### config.mk
export PLATFORM = sky130hd
export DESIGN_NAME = nps_ram
export DESIGN_NICKNAME = d
export VERILOG_FILES = /design/src/rtl/nps_ram.sv
export SDC_FILE = /design/constraint.sdc
export NUM_CORES = 1
export LEC_CHECK = 0
export BUFFER_PORTS_ARGS = -buffer_cell sky130_fd_sc_hd__clkbuf_2
export CORE_MARGIN = 5
export CORE_UTILIZATION = 28
export CTS_CLUSTER_SIZE = 24
export DETAILED_ROUTE_END_ITERATION = 8
export SLEW_MARGIN = 20
export SYNTH_ARGS = -nofsm -noshare
export SYNTH_HDL_FRONTEND = slang
export SYNTH_SLANG_ARGS = --single-unit
### constraint.sdc
create_clock -name clk -period 1.7 [get_ports clk]
set_input_delay 0.34 -clock clk [delete_from_list [all_inputs] [get_ports clk]]
set_output_delay 0.34 -clock clk [all_outputs]
set_load 0.01 [all_outputs]
### src/rtl/nps_ram.sv
// Generic single-write, single-read RAM with registered read data.
// No dependencies.
module nps_ram #(
    parameter int unsigned WIDTH = 8,
    parameter int unsigned DEPTH = 16,
    localparam int unsigned AW   = (DEPTH > 1) ? $clog2(DEPTH) : 1
) (
    input  logic             clk,
    input  logic             we,
    input  logic [AW-1:0]    waddr,
    input  logic [WIDTH-1:0] wdata,
    input  logic             re,
    input  logic [AW-1:0]    raddr,
    output logic [WIDTH-1:0] rdata
);

    logic [WIDTH-1:0] mem [DEPTH];

    always_ff @(posedge clk)
    begin
        if (we)
        begin
            mem[waddr] <= wdata;
        end
        if (re)
        begin
            rdata <= mem[raddr];
        end
    end

endmodule

==> metrics.txt, run 1 <==
# TYPE chip_impl_metric gauge
chip_impl_info{name="outcome",value="completed"} 1
chip_impl_metric{name="clkSinkCount",unit=""} 136
chip_impl_metric{name="final_cell_area",unit="mm2"} 0.00652
chip_impl_metric{name="yosys_warnings",unit=""} 0
chip_impl_metric{name="netlist-cell-type-count",unit=""} 18
chip_impl_metric{name="dr_total_vias",unit=""} 2504
chip_impl_metric{name="final_core_density",unit="%"} 35.2
chip_impl_metric{name="ctsLongestPathBuffers",unit=""} 2
chip_impl_metric{name="dpl-instance-area",unit="mm2"} 0.00583
chip_impl_metric{name="finalHoldViolations",unit=""} 0
chip_impl_metric{name="fin_tns_setup",unit="ns"} 0
chip_impl_metric{name="cts.repair_timing.setup_buffer_count",unit=""} 0
chip_impl_metric{name="drt_iter0_markers",unit=""} 123
chip_impl_info{name="min_path_type",value="input pin to flip-flop"} 1
chip_impl_metric{name="grt_first_pass_wirelength",unit="um"} 16000
chip_impl_metric{name="initial_util",unit="%"} 28.2
chip_impl_metric{name="switchingPower",unit="mW"} 1.52
chip_impl_metric{name="overall_die_area",unit="mm2"} 0.0215
chip_impl_metric{name="num-fill-cells",unit=""} 1722
chip_impl_info{name="synthDominantAreaCellType",value="sky130_fd_sc_hd__edfxtp_1"} 1
chip_impl_metric{name="timing.final.setup_violations",unit=""} 0
chip_impl_metric{name="numCtsBuffers",unit=""} 17
chip_impl_info{name="synthTopCellsByArea",value="sky130_fd_sc_hd__edfxtp_1, sky130_fd_sc_hd__mux4_2, sky130_fd_sc_hd__mux4_1"} 1
chip_impl_metric{name="htreeDepth",unit=""} 4
chip_impl_metric{name="antenna_violations_before_repair",unit=""} 0
chip_impl_metric{name="cts.reportedPaths.clkPinSlew",unit="ns"} 0.05
chip_impl_info{name="timing.setup.critical_path_class",value="flip-flop to flip-flop"} 1
chip_impl_info{name="start_kind",value="flip-flop"} 1
chip_impl_metric{name="final_layout_size_suffix_gt1_share",unit="%"} 33.6
chip_impl_metric{name="floorplan.die.height",unit="um"} 147
chip_impl_metric{name="worst_slew_pin_slew",unit="ns"} 0.678
chip_impl_metric{name="cts.repair.resized",unit=""} 0
chip_impl_metric{name="power.combinational.fraction",unit="%"} 4.6
chip_impl_metric{name="vdd_ir_drop_max",unit="mV"} 0.650
chip_impl_metric{name="rrSetupSlack",unit="ns"} 0.11
chip_impl_metric{name="number_of_instances_in_the_synthesized_netlist",unit=""} 229
chip_impl_metric{name="area_growth",unit="%"} 24.6
chip_impl_metric{name="timing.critical_path.arrival",unit="ns"} 1.74
chip_impl_info{name="yosys.cell_count.top_type",value="sky130_fd_sc_hd__edfxtp_1"} 1
chip_impl_metric{name="portBuffers",unit=""} 26
chip_impl_metric{name="drt-pass1-iter-count",unit=""} 4
chip_impl_info{name="cts_tree",value="done"} 1
chip_impl_metric{name="placement_rows",unit=""} 50
chip_impl_metric{name="globalRouteOverflowTotal",unit=""} 0
chip_impl_metric{name="sequential_cell_area",unit="mm2"} 0.00408
chip_impl_metric{name="min_period",unit="ns"} 1.59
chip_impl_metric{name="achievable-frequency",unit="GHz"} 0.628
chip_impl_metric{name="max_capacitance_violation_total",unit=""} 0
chip_impl_metric{name="die_x",unit="um"} 147
chip_impl_metric{name="drt-wirelength-per-cell",unit="um"} 19.3
chip_impl_metric{name="mappedNetlistNets",unit=""} 248
chip_impl_metric{name="power_switching_share",unit="%"} 18.2
chip_impl_metric{name="internal_power",unit="mW"} 6.82
chip_impl_metric{name="worst_skew_pair.late_latency",unit="ns"} 0.40
chip_impl_metric{name="asyncSetResetFlopFracSynth",unit="%"} 0
chip_impl_metric{name="worst_slew_margin_rel",unit="%"} 54.7
chip_impl_metric{name="cts.hold.buffers_added",unit=""} 0
chip_impl_metric{name="grt_pass1_vias",unit=""} 2664
chip_impl_metric{name="gr-usage-all-layers",unit="%"} 10.2
chip_impl_metric{name="place.gp.congestion",unit=""} 0.711
chip_impl_metric{name="detail_route.vias_per_cell",unit=""} 4.65
chip_impl_metric{name="grt_start_max_net_pins",unit=""} 17
chip_impl_metric{name="final_antenna_net_count",unit=""} 0
chip_impl_metric{name="pre_cts_ws",unit="ns"} -0.313
chip_impl_info{name="clock-root-buffer",value="sky130_fd_sc_hd__clkbuf_16"} 1
chip_impl_metric{name="seq_area_frac_synth",unit="%"} 78.1
chip_impl_metric{name="power.density_cell_area",unit="mW/mm2"} 1280
chip_impl_metric{name="p_seq_share",unit="%"} 45.5
chip_impl_metric{name="cp.required",unit="ns"} 1.84
chip_impl_metric{name="n_antenna_cell",unit=""} 0
chip_impl_metric{name="hpwlAfterDp",unit="um"} 6960
chip_impl_metric{name="setup_slack",unit="ns"} 0.108
chip_impl_metric{name="final-max-slew-violation-count",unit=""} 0
chip_impl_metric{name="syn_avg_cell_area",unit="um2"} 22.8
chip_impl_metric{name="final_nets",unit=""} 310
chip_impl_metric{name="synth-seq-cells",unit=""} 136
chip_impl_info{name="critical_path_capture_point_type",value="flip-flop"} 1
chip_impl_metric{name="power.leakage",unit="nW"} 2.20
chip_impl_metric{name="drc",unit=""} 0
chip_impl_metric{name="totalWireLength",unit="um"} 10400
chip_impl_metric{name="tcrit_tclk_final",unit="%"} 93.7
chip_impl_metric{name="path_max_fanout",unit=""} 1
chip_impl_metric{name="netlist_area",unit="mm2"} 0.00523
chip_impl_metric{name="synth_top_area_share",unit="%"} 78.1
chip_impl_metric{name="coreArea",unit="mm2"} 0.0185
chip_impl_metric{name="num_io_pins",unit=""} 27
chip_impl_info{name="rsz0062_at_grt",value="false"} 1
chip_impl_metric{name="synth-edff-count",unit=""} 136
chip_impl_metric{name="clock_power_share",unit="%"} 50.0
chip_impl_metric{name="worst_clock_skew",unit="ns"} 0.00308
chip_impl_info{name="synthFlopType",value="sky130_fd_sc_hd__edfxtp_1"} 1
chip_impl_metric{name="multiInputGateArea",unit="mm2"} 0.00106
chip_impl_info{name="netlist_top_cells_count",value="sky130_fd_sc_hd__edfxtp_1, sky130_fd_sc_hd__mux4_2, sky130_fd_sc_hd__a22oi_1"} 1
-- metal layers --
| layer | vias to the layer above | GRT usage [%] | wire [um] |
|---|---|---|---|
| met5 | - | 0 | 0 |
| li1 | 1110 | - | - |
| met1 | 1329 | 13.4 | 4730 |
| met2 | 53 | 16.1 | 5100 |
| met3 | 12 | 2.86 | 426 |
| met4 | 0 | 4.23 | 145 |
-- final timing paths --
check                               start  endpoint  depth (start not counted)
worst max-delay path            mem[9][5]  rdata[5]                          4
worst min-delay path                   re  rdata[1]                          1
worst max register to register  mem[9][5]  rdata[5]                          4
worst min register to register  mem[4][7]  rdata[7]                          3
-- final cells by class --
cell class,instances,area share [%]
repair buffers,53,6.07
flip-flops and latches,136,62.7
well taps,234,4.49
clock buffers,17,6.53
clock inverters,15,3.92
multi-input cells,83,16.3
-- metrics by stage --
stage | std cells | hold slack [ns] | total power [mW]
after floorplan | 229 | 0.439 | 4.06
after global placement | 506 | 0.726 | 4.24
after detailed placement | 506 | 0.719 | 4.26
after CTS | 538 | 0.291 | 8.41
after global routing | 538 | 0.308 | 8.62
final | 538 | 0.301 | 8.35
-- kinds of logic after synthesis --
| group | share of synthesized area, % |
|---|---|
| DFF | 78.1 |
| buffers and inverters | 1.65 |
| and+or+nand+nor | 3.14 |
| muxes | 14.8 |
| AOI/OAI and AO/OA | 2.30 |
-- registers in the layout, summed over array words and instances, names as in the netlist --
name / cells
mem: 128
rdata: 8
-- worst max-delay path: stages, from the launching register on --
cell                       delay, ns
sky130_fd_sc_hd__edfxtp_1       0.35
sky130_fd_sc_hd__mux4_1         0.56
sky130_fd_sc_hd__a22oi_1        0.22
sky130_fd_sc_hd__buf_4          0.14
sky130_fd_sc_hd__nand2_1        0.06
-- cells in the final DEF (no fill, tap or decap) --
cell type	synthesis	layout
sky130_fd_sc_hd__edfxtp_1	136	136
sky130_fd_sc_hd__clkbuf_2	0	26
sky130_fd_sc_hd__buf_4	1	22
sky130_fd_sc_hd__mux4_2	18	18
sky130_fd_sc_hd__clkbuf_16	0	17
sky130_fd_sc_hd__a22oi_1	16	16
sky130_fd_sc_hd__mux4_1	14	14
sky130_fd_sc_hd__nor2_1	13	13
sky130_fd_sc_hd__nand2_1	9	9
sky130_fd_sc_hd__bufinv_16	0	7
sky130_fd_sc_hd__buf_12	0	5
sky130_fd_sc_hd__nor3_1	4	3
sky130_fd_sc_hd__clkinv_1	0	3
sky130_fd_sc_hd__nand3b_1	2	2
sky130_fd_sc_hd__nand2b_1	2	2
sky130_fd_sc_hd__clkinvlp_4	0	2
sky130_fd_sc_hd__clkinv_2	0	2
sky130_fd_sc_hd__nor2b_1	1	1
sky130_fd_sc_hd__and2_1	1	1
sky130_fd_sc_hd__and2b_1	1	1
sky130_fd_sc_hd__nand3_1	1	1
sky130_fd_sc_hd__or3b_2	1	1
sky130_fd_sc_hd__nor3_2	0	1
sky130_fd_sc_hd__clkinv_4	0	1
-- power groups by stage --
stage	Clock [mW]	Combinational, mW	Sequential, mW
2_1_floorplan	0	0.191	3.87
3_3_place_gp	0	0.382	3.86
4_1_cts	4.23	0.389	3.80
6_report	4.17	0.381	3.80
3_5_place_dp	0	0.389	3.87
5_1_grt	4.41	0.415	3.80
Note: power is estimated with default switching activity, not from simulation.
==> inputs of run 2 (changes only) <==
Settings changed: PLACE_DENSITY set to 0.48, SKIP_CTS_REPAIR_TIMING set to 1.
==> run 2 against run 1 <==
Global-route usage increased by 0.55 points; via count decreased by 3.2%; worst hold slack improved by 0.055 ns; critical path depth increased by 1; utilization decreased by 1.3 points; first-iteration DRC count increased by 39%; largest power group is now registers.
==> metrics.txt, run 2 (synthesis gave the netlist of run 1 again) <==
# TYPE chip_impl_metric gauge
chip_impl_info{name="clock-root-buffer",value="sky130_fd_sc_hd__clkbuf_16"} 1
chip_impl_metric{name="numCtsBuffers",unit=""} 17
chip_impl_metric{name="worst_slew_pin_slew",unit="ns"} 0.724
chip_impl_metric{name="drt_iter0_markers",unit=""} 171
chip_impl_metric{name="portBuffers",unit=""} 26
chip_impl_metric{name="cts.reportedPaths.clkPinSlew",unit="ns"} 0.05
chip_impl_metric{name="num_io_pins",unit=""} 27
chip_impl_metric{name="finalHoldViolations",unit=""} 0
chip_impl_metric{name="pre_cts_ws",unit="ns"} -0.283
chip_impl_metric{name="area_growth",unit="%"} 20.2
chip_impl_metric{name="detail_route.vias_per_cell",unit=""} 4.53
chip_impl_metric{name="final_nets",unit=""} 310
chip_impl_metric{name="antenna_violations_before_repair",unit=""} 0
chip_impl_metric{name="hpwlAfterDp",unit="um"} 7260
chip_impl_metric{name="final_antenna_net_count",unit=""} 0
chip_impl_metric{name="final_layout_size_suffix_gt1_share",unit="%"} 30.6
chip_impl_metric{name="totalWireLength",unit="um"} 10800
chip_impl_metric{name="grt_start_max_net_pins",unit=""} 21
chip_impl_metric{name="max_capacitance_violation_total",unit=""} 0
chip_impl_metric{name="grt_first_pass_wirelength",unit="um"} 16500
chip_impl_metric{name="setup_slack",unit="ns"} 0.182
chip_impl_info{name="final_cell_mix",value="sky130_fd_sc_hd__edfxtp_1, sky130_fd_sc_hd__clkbuf_2, sky130_fd_sc_hd__buf_4"} 1
chip_impl_metric{name="worst_skew_pair.late_latency",unit="ns"} 0.40
chip_impl_metric{name="floorplan.die.height",unit="um"} 147
chip_impl_metric{name="power.density_cell_area",unit="mW/mm2"} 1140
chip_impl_metric{name="power.leakage",unit="nW"} 2.10
chip_impl_metric{name="timing.final.setup_violations",unit=""} 0
chip_impl_metric{name="vdd_ir_drop_max",unit="mV"} 0.643
chip_impl_metric{name="clkSinkCount",unit=""} 136
chip_impl_metric{name="cp.required",unit="ns"} 1.85
chip_impl_info{name="layout_commonest_cell",value="sky130_fd_sc_hd__edfxtp_1"} 1
chip_impl_metric{name="gr-usage-all-layers",unit="%"} 10.8
chip_impl_info{name="max_flop_register",value="mem"} 1
chip_impl_info{name="rsz0062_at_grt",value="false"} 1
chip_impl_metric{name="die_x",unit="um"} 147
chip_impl_metric{name="path_max_fanout",unit=""} 16
chip_impl_metric{name="instances_no_fill",unit=""} 535
chip_impl_metric{name="htreeDepth",unit=""} 4
chip_impl_metric{name="tcrit_tclk_final",unit="%"} 89.3
chip_impl_metric{name="worst_slew_margin_rel",unit="%"} 51.6
chip_impl_metric{name="worst_clock_skew",unit="ns"} 0.00464
chip_impl_info{name="start_kind",value="input pin"} 1
chip_impl_metric{name="dr_total_vias",unit=""} 2425
chip_impl_metric{name="drc",unit=""} 0
chip_impl_metric{name="dpl.cell_count",unit=""} 506
chip_impl_metric{name="achievable-frequency",unit="GHz"} 0.659
chip_impl_info{name="critical_path_capture_point_type",value="flip-flop"} 1
chip_impl_metric{name="drt-pass1-iter-count",unit=""} 4
chip_impl_metric{name="place.gp.congestion",unit=""} 0.674
chip_impl_metric{name="final-max-slew-violation-count",unit=""} 0
chip_impl_metric{name="timing.critical_path.arrival",unit="ns"} 1.67
chip_impl_metric{name="initial_util",unit="%"} 28.2
chip_impl_metric{name="overall_die_area",unit="mm2"} 0.0215
chip_impl_metric{name="coreArea",unit="mm2"} 0.0185
chip_impl_metric{name="flip_flop_count_of_the_largest_register_all_copies_and_words_added",unit=""} 128
chip_impl_metric{name="min_period",unit="ns"} 1.52
chip_impl_info{name="min_path_type",value="input pin to flip-flop"} 1
chip_impl_metric{name="ctsLongestPathBuffers",unit=""} 2
chip_impl_metric{name="grt_pass1_vias",unit=""} 2622
chip_impl_metric{name="globalRouteOverflowTotal",unit=""} 0
chip_impl_info{name="cts_tree",value="done"} 1
chip_impl_metric{name="n_antenna_cell",unit=""} 0
chip_impl_metric{name="fin_tns_setup",unit="ns"} 0
chip_impl_info{name="reg_top3",value="mem: 128 flops, rdata: 8 flops"} 1
chip_impl_metric{name="drt-wirelength-per-cell",unit="um"} 20.2
chip_impl_metric{name="total_power",unit="mW"} 7.14
chip_impl_metric{name="finalHoldWorstSlack",unit="ns"} 0.356
chip_impl_metric{name="placement_rows",unit=""} 50
chip_impl_info{name="timing.setup.critical_path_class",value="input pin to flip-flop"} 1
chip_impl_info{name="outcome",value="completed"} 1
[run 2: cell count changes in the layout (fill, tap and decap cells not counted), sizes merged]
cell,change
clkinvlp,-2
bufinv,-7
clkbuf,+2
clkinv,+4
[run 2: area by class of cell]
cell class                 instances  area, um2
fill                            1752      12200
clock buffer                      19        433
tap                              234        293
timing repair buffer              53        370
clock inverter                    10       40.0
sequential                       136       4080
multi-input combinational         83       1060
[run 2: path summary, 6_finish.rpt]
kind / end / slack [ns] / cells after the start / startpoint
setup reg to reg: rdata[2] / 0.19 / 3 / mem[9][2]
hold / removal: rdata[2] / 0.36 / 1 / re
hold reg to reg: rdata[0] / 0.75 / 3 / mem[14][0]
setup / recovery: rdata[2] / 0.18 / 5 / raddr[0]
[run 2: power breakdown]
part | internal [mW] | switching (mW) | total [mW]
clock network | 1.78 | 1.18 | 2.96
registers | 3.78 | 0.0214 | 3.80
logic | 0.162 | 0.209 | 0.371
total | 5.73 | 1.41 | 7.14
[run 2: critical path, cell delays in order]
cell and delay [ns]:
sky130_fd_sc_hd__clkbuf_2 0.17, sky130_fd_sc_hd__buf_12 0.19, sky130_fd_sc_hd__mux4_1 0.59, sky130_fd_sc_hd__a22oi_1 0.29, sky130_fd_sc_hd__nand2_1 0.08
[run 2: layer usage]
| metal | track usage (%) | routed length (um) | up-vias |
|---|---|---|---|
| li1 | - | - | 1107 |
| met1 | 13.9 | 4770 | 1239 |
| met2 | 16.7 | 5250 | 62 |
| met3 | 3.20 | 555 | 17 |
| met4 | 5.13 | 245 | 0 |
| met5 | 0 | 0 | - |
[run 2: per-stage QoR]
step                area [um2]  utilization [%]
detailed placement        5810             31.4
CTS                       6280             33.9
finish                    6280             33.9
floorplan                 5230                -
global route              6280             33.9
global placement          5810             31.4
